--- config.mk ---
export PLATFORM = sky130hd
export DESIGN_NAME = tzr_div
export DESIGN_NICKNAME = d
export VERILOG_FILES = /design/src/hw/rtl/tzr_pkg.sv /design/src/hw/rtl/tzr_div.sv
export SDC_FILE = /design/constraint.sdc
export NUM_CORES = 1
export LEC_CHECK = 0
export BUFFER_PORTS_ARGS = -buffer_cell sky130_fd_sc_hd__buf_2
export CAP_MARGIN = 40
export CORE_MARGIN = 2
export CORE_UTILIZATION = 26
export CTS_CLUSTER_SIZE = 28
export DETAILED_ROUTE_END_ITERATION = 10
export GPL_TIMING_DRIVEN = 1
export PLACE_DENSITY = 0.43
export SYNTH_ARGS = -nofsm -noshare
export SYNTH_HDL_FRONTEND = slang
export SYNTH_SLANG_ARGS = --single-unit
--- constraint.sdc ---
create_clock -name i_clk -period 7.2 [get_ports i_clk]
set_input_delay 0.36 -clock i_clk [delete_from_list [all_inputs] [get_ports i_clk]]
set_output_delay 0.36 -clock i_clk [all_outputs]
set_load 0.05 [all_outputs]
--- src/hw/rtl/tzr_pkg.sv ---
`timescale 1ns / 1ps
// ----------------------------------------------------------------------------
// tzr_pkg
// Shared types, widths and codes of the triangle rasterizer with depth store.
// ----------------------------------------------------------------------------
package tzr_pkg;

    localparam int MAX_WIDTH     = 64;
    localparam int MAX_HEIGHT    = 64;
    localparam int SUBPIXEL_BITS = 4;
    localparam int DEPTH_BITS    = 16;

    localparam int COORD_W   = 12;
    localparam int COLOR_W   = 24;
    localparam int SIZE_W    = 7;
    localparam int COUNT_W   = 13;
    localparam int CFG_IDX_W = 1;

    localparam int PIX_W       = $clog2(MAX_WIDTH);
    localparam int PIY_W       = $clog2(MAX_HEIGHT);
    localparam int PIXQ_W      = COORD_W - SUBPIXEL_BITS;
    localparam int STORE_DEPTH = MAX_WIDTH * MAX_HEIGHT;
    localparam int ADDR_W      = $clog2(STORE_DEPTH);
    localparam int DIFF_W      = COORD_W + 1;
    localparam int EDGE_W      = 2 * DIFF_W + 2;
    localparam int SUM_W       = EDGE_W + DEPTH_BITS;
    localparam int RAM_W       = COLOR_W + DEPTH_BITS;
    localparam int DIV_CNT_W   = $clog2(DEPTH_BITS);

    localparam logic [CFG_IDX_W-1:0] CFG_SCREEN_WIDTH  = 1'b0;
    localparam logic [CFG_IDX_W-1:0] CFG_SCREEN_HEIGHT = 1'b1;

    typedef enum logic [1:0] {
        KIND_DRAW  = 2'd0,
        KIND_CLEAR = 2'd1,
        KIND_READ  = 2'd2,
        KIND_NONE  = 2'd3
    } t_kind;

    typedef struct packed {
        t_kind                      kind;
        logic signed [COORD_W-1:0]  vert0_x;
        logic signed [COORD_W-1:0]  vert0_y;
        logic [DEPTH_BITS-1:0]      vert0_depth;
        logic signed [COORD_W-1:0]  vert1_x;
        logic signed [COORD_W-1:0]  vert1_y;
        logic [DEPTH_BITS-1:0]      vert1_depth;
        logic signed [COORD_W-1:0]  vert2_x;
        logic signed [COORD_W-1:0]  vert2_y;
        logic [DEPTH_BITS-1:0]      vert2_depth;
        logic [COLOR_W-1:0]         fill_color;
    } t_item;

    typedef struct packed {
        logic [COLOR_W-1:0]    read_color;
        logic [DEPTH_BITS-1:0] read_depth;
        logic [COUNT_W-1:0]    pixels_written;
    } t_result;

endpackage

--- src/hw/rtl/tzr_div.sv ---
`timescale 1ns / 1ps
// ----------------------------------------------------------------------------
// tzr_div
// Restoring divider, one quotient bit per cycle, for the depth interpolation.
// ----------------------------------------------------------------------------
module tzr_div
    import tzr_pkg::*;
(
    input  logic                  i_clk,
    input  logic                  i_rst_n,
    input  logic                  i_start,
    input  logic [SUM_W-1:0]      i_dividend,
    input  logic [EDGE_W-1:0]     i_divisor,
    output logic                  o_done,
    output logic [DEPTH_BITS-1:0] o_quot
);

    logic [EDGE_W-1:0]     r_rem;
    logic [DEPTH_BITS-1:0] r_quot;
    logic [EDGE_W-1:0]     r_div;
    logic [DIV_CNT_W-1:0]  r_cnt;
    logic                  r_busy;
    logic                  r_done;
    logic [EDGE_W:0]       trial;
    logic                  ge;
    logic [EDGE_W:0]       diff;

    assign trial = {r_rem, r_quot[DEPTH_BITS-1]};
    assign ge    = trial >= {1'b0, r_div};
    assign diff  = trial - {1'b0, r_div};

    always_ff @(posedge i_clk) begin
        if (!i_rst_n) begin
            r_busy <= 1'b0;
            r_done <= 1'b0;
            r_cnt  <= '0;
        end else begin
            r_done <= 1'b0;
            if (i_start) begin
                r_busy <= 1'b1;
                r_cnt  <= '0;
                r_rem  <= i_dividend[SUM_W-1:DEPTH_BITS];
                r_quot <= i_dividend[DEPTH_BITS-1:0];
                r_div  <= i_divisor;
            end else if (r_busy) begin
                r_rem  <= ge ? diff[EDGE_W-1:0] : trial[EDGE_W-1:0];
                r_quot <= {r_quot[DEPTH_BITS-2:0], ge};
                r_cnt  <= r_cnt + 1'b1;
                if (r_cnt == DIV_CNT_W'(DEPTH_BITS - 1)) begin
                    r_busy <= 1'b0;
                    r_done <= 1'b1;
                end
            end
        end
    end

    assign o_done = r_done;
    assign o_quot = r_quot;

endmodule

Yosys cells after proc, flatten, opt, wreduce, memory -nomap -nowiden
Index checks and enable logic that the tools add are counted.
{"block": "totals", "regBits": 78, "latchBits": 0, "ram_bits": 0, "mem_bits_ro": 0, "input_bits": 75, "output_inout_bits": 17, "wordCells": 26, "memories": 0}
{"block": "classes", "addsub": 2, "n_mul": 0, "n_div": 0, "n_lt_le_gt_ge": 1, "eq_ne": 1, "shift": 0, "n_mux": 9, "bitwise_logic": 2, "reduce_logical": 5}
{"cell": "two-way mux 28 bit", "n": 3}
{"cell": "two-way mux 16 bit", "n": 2}
{"cell": ">= comparator 29 x 28 -> 1 bit", "n": 1}
{"cell": "subtractor 28 bit", "n": 1}
{"cell": "adder 4 x 1 -> 4 bit, second input constant", "n": 1}
{"cell": "equality test 4 bit, second input constant", "n": 1}
{"cell": "two-way mux 1 bit", "n": 4}
{"cell": "AND reduction 2 bit", "n": 2}
{"cell": "OR reduction 3 bit", "n": 1}
{"cell": "NOT 1 bit", "n": 2}
{"cell": "nonzero test 2 bit", "n": 1}
{"cell": "OR reduction 2 bit", "n": 1}

Logic depth before layout (Yosys ltp)
{"block": "depth", "depth_word": 4, "depth_mapped": 15, "ltp_nobuf": 13}

Worst setup path before layout
Ideal clock, no wire load.
{"block": "synth_path", "path_kind": "flip-flop to flip-flop", "start": "reg r_quot[15] (netlist: o_quot[15])", "end": "reg r_rem[16] (data pin)", "setup_time_ns": 0.260, "t_arrival_ns": 3.100, "t_required_ns": 6.940, "path_slack_ns": 3.840, "stages_incl_launch_ff": 14, "n_path_buf": 0, "period_less_slack_ns": 3.360, "cell_sequence": "edfxtp_1 inv_1 ha_1 inv_1 fa_1 a21oi_1 o21ai_0 o2bb2ai_1 o21ai_0 a21o_1 a221oi_2 xnor2_1 mux2_2 mux2_2"}
{"block": "synth_between", "elab_chain_cells": 4, "elab_cells_between_ends": 5, "cone_classes": "1 x add/sub; 1 x order compare; 3 x mux"}
{"element": "start, declared", "line_no": "tzr_div.sv:19", "source": "logic [DEPTH_BITS-1:0] r_quot;"}
{"element": "start signal, assigned", "line_no": "tzr_div.sv:43", "source": "r_quot <= i_dividend[DEPTH_BITS-1:0];"}
{"element": "start signal, assigned", "line_no": "tzr_div.sv:47", "source": "r_quot <= {r_quot[DEPTH_BITS-2:0], ge};"}
{"element": "subtractor 28 bit or >= comparator 29 x 28 -> 1 bit (tied branches)", "line_no": "tzr_div.sv:30, tzr_div.sv:29"}
{"element": "two-way mux 28 bit *", "line_no": "tzr_div.sv:46", "source": "r_rem <= ge ? diff[EDGE_W-1:0] : trial[EDGE_W-1:0];"}
{"element": "two-way mux 28 bit *", "line_no": "tzr_div.sv:45", "source": "end else if (r_busy) begin"}
{"element": "two-way mux 28 bit *", "line_no": "tzr_div.sv:39", "source": "if (i_start) begin"}
{"element": "end signal, assigned", "line_no": "tzr_div.sv:42", "source": "r_rem <= i_dividend[SUM_W-1:DEPTH_BITS];"}
{"element": "end signal, assigned", "line_no": "tzr_div.sv:46"}
{"element": "end, declared", "line_no": "tzr_div.sv:18", "source": "logic [EDGE_W-1:0] r_rem;"}
Every way passes the cells marked *; elsewhere a longest branch is shown, timed or not. The select of a mux whose other input is x is not followed.
A chain may end at the register's enable or synchronous reset.

Worst setup path after layout
{"block": "layout_path", "start": "reg r_quot[15] (netlist: o_quot[15])", "end": "reg r_rem[26] (data pin)"}
The elaborated chain is that of the path after synthesis.

==> results.json <==
{
  "outcome": "completed",
  "p_per_area_nw_per_um2": 244.7,
  "track_usage_pct": 12.45,
  "dieArea_sq_um": 19800,
  "grt_overflow": 0,
  "initial_utilization_pct": 26.25,
  "rsz0062_at_grt": "false",
  "area_delta_synth_final_pct": 19.69,
  "cts_tree": "yes",
  "critPathSlowestCell": "o2bb2ai_1",
  "dieHeight_um": 140.7,
  "p_leak_nw": 2.404,
  "max_freq_mhz": 276.4,
  "combPwrFrac_pct": 30.5,
  "period_share_pct": 50.26,
  "crit_start": "o_quot[15]",
  "hp-start": "i_divisor[15]",
  "vias_per_cell": 4.626,
  "cts.repair.resized": 0,
  "holdBufCountCts": 0,
  "nets": 629,
  "cts_sinks": 78,
  "gp_congestion": 0.8439,
  "grt_start_max_net_pins": 61,
  "synth.net_count": 540,
  "utilization_pct": 31.42,
  "synth_top_area_share_pct": 44.48,
  "synth.largest_area_cell": "edfxtp_1",
  "clk_path_buf_depth": 2,
  "first_iter_violations": 115,
  "crit_top_cell": "inv_1",
  "worst-path-buf-inv": 2,
  "wl_mm": 11.90,
  "rrSetupSlack_ns": 3.58,
  "cts.clk_slew.worst_paths_ns": 0.07,
  "antenna_cells": 0,
  "max_stage_delay_ns": 0.45,
  "yosysSeqAreaShare_pct": 46.95,
  "synth_edf_count": 72,
  "coreArea_sq_um": 18520,
  "fin_worst_skew_ns": 0.01096,
  "grt_pass1_vias": 3740,
  "dr.pass1.iters": 6,
  "h-tree-depth": 3,
  "slew_headroom_pct": 53.78,
  "cts_setup_buffers": 0,
  "r2r_start": "o_quot[15]",
  "cp_top_family": "compound AO/OA/AOI/OAI gates",
  "hold_ws_ns": 0.1849,
  "setup-tns-final_ns": 0,
  "ys_ff_latch": 78,
  "maxCapViolCount": 0,
  "ys_async_sr_fraction_pct": 0,
  "finalCriticalPeriod_ns": 3.619,
  "start_kind": "register",
  "crit_type": "reg -> reg",
  "avgRoutedWirePerCell_um": 15.60,
  "die_w_um": 140.7,
  "synth_area_sq_um": 4861,
  "required_ns": 7.30,
  "drive_gt1_share_pct": 31.38,
  "ir_drop_uv": 127.8,
  "dp_hpwl_mm": 8.827,
  "holdCritPathClass": "in -> reg",
  "ant_nets": 0,
  "synth_area_leaders": "edfxtp_1 44%, mux2_2 9.5%, ha_1 7.5%",
  "crit_path_cell_trace": "inv_1 -> ha_1 -> inv_1 -> fa_1 -> a21oi_1 -> o21ai_0 -> o2bb2ai_1 -> o311ai_1 -> a41o_1 -> a31oi_1 -> xnor2_1 -> mux2_4 -> mux2_2",
  "grt_antenna_before_repair": 0,
  "drc": 0,
  "synth_cell_types": 60,
  "hold_viol_final": 0,
  "clk-insertion-delay-late_ns": 0.35,
  "power.share.switching_pct": 31.74,
  "ios": 92,
  "synth_ff_type": "edfxtp_1",
  "drv_slew": 0,
  "seqPwrFrac_pct": 39.6,
  "power_frac_clock_pct": 29.9,
  "clockRootBuffer": "clkbuf_16",
  "cts-buffers-inserted": 9,
  "rows": 50,
  "cp-end-kind": "register",
  "grt_pass1_wl_mm": 19.46,
  "portBuffers": 91,
  "crit_fanout": 5,
  "tightestPinTransition_ns": 0.6933,
  "yosysWarnings": 0,
  "p_int_mw": 0.9717,
  "synth_cells": 435,
  "setup_viol": 0,
  "switchingPower_mw": 0.4519,
  "syn_avg_cell_area_sq_um": 11.17,
  "worstPathArrival_ns": 3.71,
  "total_power_mw": 1.424,
  "num_vias": 3530
}
Yosys cell counts, types with 2 or more instances:
cell / number
a211oi_1: 2
a21o_1: 13
a21oi_1: 41
a31oi_1: 5
and3_1: 4
buf_1: 2
clkbuf_1: 10
dfxtp_1: 6
edfxtp_1: 72
ha_1: 29
inv_1: 37
mux2_2: 41
mux2_4: 2
mux2i_1: 4
nand2_1: 29
nand2b_1: 3
nand3_1: 11
nand4_1: 5
nand4b_1: 2
nor2_1: 18
nor2b_1: 11
o2111ai_1: 2
o21a_1: 6
o21ai_0: 17
o21ai_2: 2
o21bai_1: 2
o31ai_1: 2
xnor2_1: 20
xor2_1: 6
cells in the final DEF (no fill, tap or decap), types with 17 or more instances in the layout:
| master | Yosys | layout |
|---|---|---|
| buf_2 | 1 | 91 |
| edfxtp_1 | 72 | 72 |
| a21oi_1 | 41 | 41 |
| mux2_2 | 41 | 41 |
| inv_1 | 37 | 37 |
| nand2_1 | 29 | 29 |
| ha_1 | 29 | 29 |
| xnor2_1 | 20 | 20 |
| nor2_1 | 18 | 18 |
| o21ai_0 | 17 | 17 |
stage by stage:
step | instances | worst slack (ns) | area (sq um)
global placement | 747 | 3.598 | 5549
finish | 763 | 3.581 | 5818
detailed placement | 747 | 3.594 | 5549
CTS | 763 | 3.549 | 5818
floorplan | 435 | 3.840 | 4861
global route | 763 | 3.309 | 5818
metal layers:
layer	part of all wire (%)	up-vias	routed length, um	track usage (%)
met2	47	71	5555	20.41
met5	0	-	0	0
met1	46	1670	5495	15.65
li1	-	1774	-	-
met4	1.6	0	189	3.737
met3	5.6	15	663	4.110
area by class of cell:
| type | instances | area [sq um] |
|---|---|---|
| clock buffer | 10 | 229.0 |
| clock inverter | 6 | 40.04 |
| fill | 1949 | 12700 |
| inverter | 37 | 138.9 |
| multi-input combinational | 304 | 2357 |
| sequential | 78 | 2282 |
| tap | 234 | 292.8 |
| timing repair buffer | 94 | 478.0 |
power by group through the flow:
stage	clock network, mW	logic [mW]	registers (mW)
CTS	0.440	0.441	0.564
finish	0.426	0.434	0.564
global route	0.461	0.484	0.569
floorplan	0	0.321	0.589
global placement	0	0.436	0.573
detailed placement	0	0.438	0.574
worst paths after layout:
check / to / cells past startpoint
worst min register to register: o_done / 2
worst max register to register: r_rem[26] / 13
worst max-delay path: r_rem[26] / 13
worst min-delay path: r_div[15] / 1
kinds of logic (layout without fill, tap and decap cells):
| family | count (synthesis) | in the layout | synth area share, % |
|---|---|---|---|
| DFF | 78 | 78 | 46.95 |
| adders and majority gates | 30 | 30 | 7.877 |
| and+or+nand+nor | 96 | 96 | 10.30 |
| buffers and inverters | 53 | 147 | 4.582 |
| muxes | 47 | 47 | 10.94 |
| xor gates and xnor gates | 26 | 26 | 4.685 |
| AOI/OAI and AO/OA | 105 | 105 | 14.67 |
sequential cells by signal (all words and copies together) (netlist names):
signal,flops
r_rem,28
o_quot,16
r_cnt,4
o_done,1
r_div,28
r_busy,1
Power figures use the tool's default switching activity.
