--- src/hw/rtl/tzr_ram.sv ---
`timescale 1ns / 1ps
// ----------------------------------------------------------------------------
// tzr_ram
// Generic simple dual-port RAM with one write port and a registered read.
// ----------------------------------------------------------------------------
module tzr_ram #(
    parameter int WIDTH = 8,
    parameter int DEPTH = 16
) (
    input  logic                     i_clk,
    input  logic                     i_we,
    input  logic [$clog2(DEPTH)-1:0] i_waddr,
    input  logic [WIDTH-1:0]         i_wdata,
    input  logic                     i_re,
    input  logic [$clog2(DEPTH)-1:0] i_raddr,
    output logic [WIDTH-1:0]         o_rdata
);

    logic [WIDTH-1:0] r_mem [DEPTH];
    logic [WIDTH-1:0] r_q;

    always_ff @(posedge i_clk) begin
        if (i_we) begin
            r_mem[i_waddr] <= i_wdata;
        end
        if (i_re) begin
            r_q <= r_mem[i_raddr];
        end
    end

    assign o_rdata = r_q;

endmodule

--- config.mk ---
export PLATFORM = sky130hd
export DESIGN_NAME = tzr_ram
export DESIGN_NICKNAME = d
export VERILOG_FILES = /design/src/hw/rtl/tzr_ram.sv
export SDC_FILE = /design/constraint.sdc
export NUM_CORES = 1
export LEC_CHECK = 0
export ABC_AREA = 1
export CAP_MARGIN = 20
export CELL_PAD_IN_SITES_DETAIL_PLACEMENT = 1
export CELL_PAD_IN_SITES_GLOBAL_PLACEMENT = 2
export CORE_MARGIN = 5
export CORE_UTILIZATION = 42
export CTS_CLUSTER_SIZE = 10
export DETAILED_ROUTE_END_ITERATION = 16
export DONT_BUFFER_PORTS = 1
export PLACE_DENSITY = 0.87
export SETUP_SLACK_MARGIN = 0.15
export SLEW_MARGIN = 20
export SYNTH_ARGS = -nofsm -noshare
export SYNTH_HDL_FRONTEND = slang
export SYNTH_SLANG_ARGS = --single-unit
--- constraint.sdc ---
create_clock -name i_clk -period 1.7 [get_ports i_clk]
set_input_delay 0.34 -clock i_clk [delete_from_list [all_inputs] [get_ports i_clk]]
set_output_delay 0.34 -clock i_clk [all_outputs]
set_load 0.005 [all_outputs]
# [Word-level counts from Yosys, hierarchy flattened]
# Memory sizes are Yosys's and may differ from the RTL's. A register that Yosys moved wholly into a read port is not among the register bits.
# Index checks and enable logic that the tools add are counted.
[word_totals] out_inout_bits=8 ramBits=128 input_bits=19 wordCells=3 n_memories=1 reg_bits=0
[memory_table] name="r_mem" depth=16 word_bits=8 rd=1 rd_ports_with_merged_regs=1 write_ports=1 line="19" text="logic [WIDTH-1:0] r_mem [DEPTH];"
[op_classes] n_mux=2
[op_table] operator="2-to-1 mux 1 bit" count=2

# [Depth between registers and ports, before layout]
# Gate-level depths: netlist (run 1).
[logic_depth] word_depth=2 mapped_depth=8 ltp_nobuf=7

# [Least setup slack after synthesis (run 1)]
# No wires, ideal clock.
[synth_path] path_type="in2reg" start="input port i_waddr[2]" end="memory r_mem[10][0], enable pin" path_slack_ps=409 t_arrival_ps=921 stages=2 setup_ps=370 cell_sequence="nand3b_1 -> nor2_1"
[synth_rtl] item="start: declaration" line="12" text="input logic [$clog2(DEPTH)-1:0] i_waddr,"
[synth_rtl] item="end: declaration" line="19"
# No word-level cell before the write port.

# [Worst setup path after layout (run 1)]
[layout_path] start="register r_q[7], in the netlist o_rdata[7], read port of r_mem" end="output port o_rdata[7]"
[layout_rtl] item="start: declaration" line="20" text="logic [WIDTH-1:0] r_q;"
[layout_rtl] item="end: declaration" line="16" text="output logic [WIDTH-1:0] o_rdata"
# No word-level cell between the ends.

==> results of run 1 <==
[flip-flops by register name (all words and copies together), names as in the netlist]
register	flops
o_rdata	8
r_mem	128
[cell type report]
cell class / count / area (um2) / share of cell area
sequential: 136 / 4084 / 0.5901
multi-input combinational: 289 / 1214 / 0.1754
timing repair buffer: 49 / 473.0 / 0.06834
clock buffer: 18 / 429.2 / 0.06201
inverter: 102 / 382.9 / 0.05532
tap: 180 / 225.2 / 0.03254
clock inverter: 13 / 112.6 / 0.01627
[routing by layer]
metal | share of wire | vias to the layer above | wire (um) | GRT usage
met4 | 0.031 | 0 | 537 | 0.07615
met5 | 0 | - | 0 | 0
met2 | 0.48 | 169 | 8224 | 0.3410
met3 | 0.066 | 28 | 1132 | 0.04708
met1 | 0.42 | 2071 | 7215 | 0.2835
li1 | - | 1870 | - | -
[metrics by stage]
stage,hold WS (ps),worst slack [ps]
2_1_floorplan,438.9,409.2
3_3_place_gp,440.1,222.1
3_5_place_dp,439.9,206.2
4_1_cts,0.1540,460.8
5_1_grt,0.3203,454.0
6_report,19.97,482.0
[placed cells by master (no fill, tap or decap)]
master and instances:
inv_1 100, clkinv_1 4, buf_4 19, buf_12 3
edfxtp_1 136, clkbuf_16 17, nor2_1 17, bufinv_16 2
clkinv_2 6, inv_2 2, nand3b_1 2, clkbuf_1 1
nand3_1 97, nand2_1 173, clkinvlp_4 1, dlygate4sd3_1 27
[Yosys cell counts, drive strengths merged]
master / number / share of area
edfxtp: 136 / 0.70
buf: 24 / 0.028
inv: 102 / 0.065
nand3b: 2 / 0.0026
nor2: 17 / 0.011
nand3: 97 / 0.083
nand2: 173 / 0.11
[cell families after synthesis]
group,share of synthesized area
buffers and inverters,0.09394
AND/OR/NAND/NOR,0.2076
flip-flops,0.6985
[power by group through the flow]
stage,clock network [mW],logic (mW),registers (mW)
floorplan,0,0.265,3.87
global placement,0,0.313,3.88
detailed placement,0,0.325,3.88
CTS,3.48,0.385,3.81
global route,3.68,0.489,3.82
finish,3.43,0.451,3.81
[final timing paths]
check | to | slack, ps
min reg2reg | o_rdata[7] | 760
min | r_mem[14][7] | 20
max | o_rdata[7] | 480
max reg2reg | o_rdata[1] | 520
[repair_timing]
action,CTS,global route
hold endpoints to repair,44,47
hold buffers,13,14
setup endpoints to repair,0,0
==> flow_results.org, run 1 <==
** Status
- Outcome :: completed

** CTS
- The clock drives 136 sinks.
- CTS placed an instance of clkbuf_16 at the clock tree root.
- Clock-pin slew was measured on the worst setup and hold paths at 60 ps.
- Clock latency at the later pin of the worst-skew pair :: 420 ps
- Post-CTS resize count :: 0
- The H-tree was split into 4 levels.
- Number of buffers on the longest clock path :: 2
- Number of buffers created by CTS :: 17
- TritonCTS built the clock tree.
- Buffers inserted by post-CTS timing repair :: 0

** Critical path
- Critical path startpoint category :: register
- Path type of the worst setup path :: reg2out
- Along the worst path, the maximum fanout reaches 1.
- The startpoint identified for the worst register-to-register timing path is r_mem[11][1].
- Crit path DAT :: 880 ps
- Total number of cells along the worst setup path :: 0
- STA classifies the critical path endpoint as an output port.
- Cell count of the worst reg-to-reg path :: 6
- Worst EP required :: 1360 ps
- Setup crit start :: o_rdata[7]

** STA
- RSZ-0062 raised after global routing :: false
- After layout, the minimum clock period comes to approximately 1200 ps.
- Maximum clock skew at final layout :: 6.914 ps
- Static timing analysis puts the maximum clock frequency at 821.0 MHz.
- Worst max-slew margin expressed relative to the limit :: 0.5794
- At the pin with the least slew margin, the transition time is 628.9 ps.
- Setup violations remaining at the end of the flow were counted as 0.
- Of the available clock period, the critical path in the final layout requires 0.7165.
- The final-report max-slew violation count was 0.
- Aggregate negative setup slack :: 0 ps
- The number of hold violations in the final report was 0.

** Logic synthesis
- Summed instance area of the synthesized netlist :: 5847 um2
- Synthesized netlist cell count :: ~550
- Post-synth cell types :: 11
- Seq/Total Area, Yosys :: 0.6985
- Number of warnings printed during yosys synthesis :: 0
- Number of synthesized register bits :: 136
- When the netlist entered floorplanning its net count stood at 570.
- Avg Cell Area, Syn :: ~11 um2

** Die
- Row Count :: 43
- Full die area :: 16,380 um2
- Initial cell density of the core :: 0.4245
- DIE HEIGHT :: 128.0 um
- Core footprint :: 13,770 um2
- Overall die width :: 128.0 um
- Count of boundary I/O pins :: 27

** Drt
- After the first detailed-routing iteration, the DRC count stood at 356.
- The first detailed-routing pass took 5 iterations.
- WL/cell :: 21.74 um
- For this block, the routed nets add up to about 17,000 um of wire.
- DRC Markers :: 0
- Overall via count from detail_route :: 4,138
- Number of nets with antenna violations after routing :: 0
- After detailed routing, the number of vias per cell comes to between 5 and 6.

** Run
- Maximum capacitance violations :: 0

** Layout
- Finished layout cell area :: a little under 7000 um2
- In the final design database the tool counted approximately 610 nets.
- Ratio of cells with drive above 1 in the final layout :: 0.08237
- Final core utilization :: 0.5025
- Number of fillers in the final layout :: 1,502
- The repair_antennas step left the layout with diodes totalling 0.
- Layout Cells excl Fill :: around 790
- Growth of design area from synthesis to finish :: 18.36%

** Global route
- Global router's overall resource usage :: 0.2118
- The initial antenna violation count was 0.
- The first global-routing pass estimated 25,030 um of wire.
- Entering global routing, the biggest net connects 66 pins.
- Number of global-route vias before repair :: 4,333
- Total gr overflow :: 0

** Worst hold path
- Along the worst hold path, the cell count comes to 0.
- Type of the worst min-delay path :: in2reg
- Beginning of the worst hold path :: i_wdata[7]

** Pwr
- Of the total power, the share spent switching nets is 0.2146.
- The worst-case IR drop observed on VDD is roughly 0.00085 V.
- Power per unit of standard cell area :: roughly 1100 nW/um2
- Total design power :: 7.696 mW
- Of the total power, combinational logic draws 0.059.
- The share of total power dissipated in sequential elements is 0.495.
- Internal power component :: 6.045 mW
- The share of total power dissipated in the clock network is 0.446.
- In this run the power spent charging and discharging nets is 1.651 mW.
- The analysis attributes to cell leakage a power of 2.938 nW.

** Place
- The placed instances occupy a cell area of approximately 6100 um2.
- Hpwl dp :: 9483 um
- Number of port buffers :: 0
- The congestion estimate from routability-driven global placement came to 0.7678.
- In this run, placement finished with an instance count of 729.
Power figures use the tool's default switching activity.
==> run 2: changes to the inputs <==
==> constraint.sdc (replaced) <==
create_clock -name i_clk -period 1.25 [get_ports i_clk]
set_input_delay 0.25 -clock i_clk [delete_from_list [all_inputs] [get_ports i_clk]]
set_output_delay 0.25 -clock i_clk [all_outputs]
set_load 0.005 [all_outputs]
==> run 2 against run 1 <==
The flow now finishes with violations (negative hold slack). Highest routed layer unchanged. Sequential share of layout area up 0.61 points. Largest cell class unchanged. Non-clock buffer count shrank 23. Power rose by 32%. First-iteration DRC count fell by 9.0%. Worst setup slack got worse by 420 ps. Clock skew about the same. Register-to-register slack got worse by 460 ps. Critical path depth increased by 6.
==> flow_results.org, run 2 (synthesis results as in run 1) <==
** Die
- The placeable core area is 13,770 um2 (unchanged).
- DIE HEIGHT :: 128.0 um (unchanged)
- The width of the die was 128.0 um (unchanged).
- Row Count :: 43 (unchanged)
- Full die area :: 16,380 um2 (unchanged)
- Initial cell density of the core :: 0.4245 (unchanged)
- Count of boundary I/O pins :: 27 (unchanged)

** Critical path
- The data arrival at the endpoint of the critical path is 1360 ps (was 880 ps).
- Worst EP required :: 1430 ps (was 1360 ps)
- Total buffers and inverters traversed by the critical path :: 1
- Type of element capturing the critical path :: register (was output port)
- Highest fanout seen on the critical path :: 1 (unchanged)
- Worst path cell trace :: inv_1 -> nand2_1 -> nand3_1 -> nand3_2 -> nand3_2 -> nand2_1
- The classification of the worst setup path is reg2reg (was reg2out).
- Cell type group with the largest total delay on the critical path :: simple AND/OR/NAND/NOR gates
- Critical path startpoint category :: register (unchanged)
- Among all stages on the critical path, the largest delay is contributed by edfxtp_1.
- Longest individual stage delay on the worst path :: 380 ps

** CTS
- Clock transition at path regs :: 60 ps (about the same)
- The number of sinks on the clock net came to 136 (unchanged).
- The number of clock buffers inserted by TritonCTS is 17 (unchanged).
- Buffers inserted by post-CTS timing repair :: 0 (unchanged)
- Cell at the root of the clock tree :: clkbuf_16 (unchanged)
- CTS tree :: built (unchanged)
- The maximum buffer depth of the clock tree is 2 (unchanged).
- The number of levels the H-tree was split into was 4 (unchanged).
- The clock latency on the worst-skew pair was 420 ps (about the same).

** Drt
- Highest metal layer with signal wires :: met4 (unchanged)
- The final wirelength came to 16,080 um (was 17,110 um).
- The first-pass iteration count of the detailed router came to 5 (unchanged).
- Metal1 wirelength :: 6663 um (was 7215 um)
- The residual antenna-violating net count after detailed routing was 0 (unchanged).
- The met3 layer wire length in the routed design is 728 um (was 1132 um).
- The overall via count from detail_route is 3,943 (was 4,138).
- The via-per-instance ratio came to 5.161 (was 5.258).
- The DRC violation count after routing came to 0 (unchanged).
- WL/cell :: 21.04 um (was 21.74 um)
- The met2 wirelength from detailed routing came to 8077 um (was 8224 um).
- The starting DRC count in detailed routing is 324 (was 356).

** Layout
- Ratio of cells with drive above 1 in the final layout :: 0.1438 (was 0.08237)
- The most common cell after layout, fill and taps aside was nand2_1 (unchanged).
- The area overhead of the layout relative to synthesis came to 17.14% (was 18.36%).
- Layout Cells excl Fill :: 764 (was 787)
- Final #Nets :: 591 (was 614)
- The number of antenna diodes came to 0 (unchanged).
- Register ranked first by flip-flop count :: r_mem (unchanged)
- Commonest non-fill, non-tap cells in the layout :: nand2_1 (171), edfxtp_1 (136), inv_1 (98) (was nand2_1 (173), edfxtp_1 (136), inv_1 (100))
- The number of flip-flops in the largest register is 128 (unchanged).
- Number of fillers in the final layout :: 1,536 (was 1,502)

** Global route
- Global router's overall resource usage :: 0.2038 (was 0.2118)
- The number of global-route vias before repair came to 4,333 (unchanged).
- The maximum number of pins on one net before global-route repair is 66 (unchanged).
- The wire length of the first global-routing pass is 24,320 um (was 25,030 um).
- Initial antenna violation count :: 0 (unchanged)
- Total gr overflow :: 0 (unchanged)

** STA
- Final number of hold-violating endpoints :: 32 (was 0)
- Derived from the worst setup path, the maximum achievable clock frequency is 843.6 MHz.
- The post-route worst setup slack is 64.66 ps (was 482.0 ps).
- The worst path in the final design needs a cycle of 1185 ps, including I/O delays and setup.
- The worst setup skew after layout was 6.746 ps (was 6.914 ps).
- RSZ-0062 raised after global routing: true (was false).
- Number of endpoints failing setup at the final stage :: 0 (unchanged)
- The worst slack on hold paths is -79.41 ps (was 19.97 ps).
- Of the available clock period, the critical path in the final layout requires 0.9483.
- The worst relative slew slack is 0.4899 (was 0.5794).
- The final-report max-slew violation count is 0 (unchanged).
- Transition at the pin with the smallest max-transition slack :: 765.2 ps (was 628.9 ps)

** Pwr
- The worst voltage drop across the vdd grid came to 0.0008964 V (was 0.0008461 V).
- Power per unit of standard cell area :: 1488 nW/um2 (was 1112 nW/um2)
- The leakage power figure is 2.931 nW (was 2.938 nW).

** Run
- The count of maximum capacitance violations is 0 (unchanged).

** Worst hold path
- Type of the worst min-delay path :: in2reg (unchanged)

** Place
- The post-placement worst setup slack was -205.6 ps (was 206.2 ps).
- Weighted congestion at the end of routability-driven global placement :: 0.8495 (was 0.7678)
- The count of placed standard cells including taps is 726 (was 729).
- The number of input and output port buffers inserted came to 0 (unchanged).
- Hpwl dp :: 9758 um (was 9483 um)

** Status
- Outcome: finished with violations (was completed).
- The final reports fail on negative hold slack.
## run 2: changes by cell type in the layout (fill, tap and decap cells not counted), sizes merged
cell / before / now
clkinvlp: 1 / 0
bufinv: 2 / 1
dlymetal6s4s: 0 / 5
clkinv: 10 / 12
buf: 22 / 19
dlygate4sd3: 27 / 2
## run 2: cell type report
class	count	area (um2)	share of cell area
inverters	102	382.9	0.05590
clock buffers	18	429.2	0.06266
clock inverters	13	88.84	0.01297
well taps	180	225.2	0.03288
flip-flops and latches	136	4084	0.5963
multi-input cells	289	1376	0.2009
repair buffers	26	262.8	0.03836
## run 2: what timing repair did
action,CTS,global route
endpoints found under the hold margin,136,48
endpoints found under the setup margin,16,96
hold buffers,6,1
resized for setup,17,19
pin swaps,10,12
## run 2: power by group
| part | switching (mW) | internal (mW) |
|---|---|---|
| registers | 0.0463 | 5.14 |
| logic | 0.383 | 0.181 |
| clock network | 1.78 | 2.66 |
## run 2: layer usage
| metal | GRT usage | vias to the layer above |
|---|---|---|
| met5 | 0 | - |
| met4 | 0.1036 | 0 |
| met3 | 0.04750 | 34 |
| met2 | 0.3364 | 108 |
| met1 | 0.2508 | 1975 |
| li1 | - | 1826 |
## run 2: final timing paths
| path | end | slack (ps) | depth (start not counted) | startpoint |
|---|---|---|---|---|
| worst max register to register | o_rdata[1] | 60 | 6 | r_mem[8][1] |
| worst max-delay path | o_rdata[1] | 60 | 6 | r_mem[8][1] |
| worst min register to register | o_rdata[7] | 760 | 6 | r_mem[6][7] |
| worst min-delay path | r_mem[5][6] | -80 | 0 | i_wdata[6] |
## run 2: per-stage QoR
stage / cell area [um2] / hold slack [ps] / power [mW] / util / setup TNS (ps)
floorplan: 5862 / 348.9 / 5.622 / - / 0
global placement: 6101 / 350.2 / 5.705 / 0.4430 / -1061
detailed placement: 6101 / 349.8 / 5.722 / 0.4430 / -1299
CTS: 6761 / -92.52 / 10.23 / 0.4909 / 0
global route: 6849 / -96.61 / 10.55 / 0.4973 / 0
finish: 6849 / -79.41 / 10.19 / 0.4973 / 0
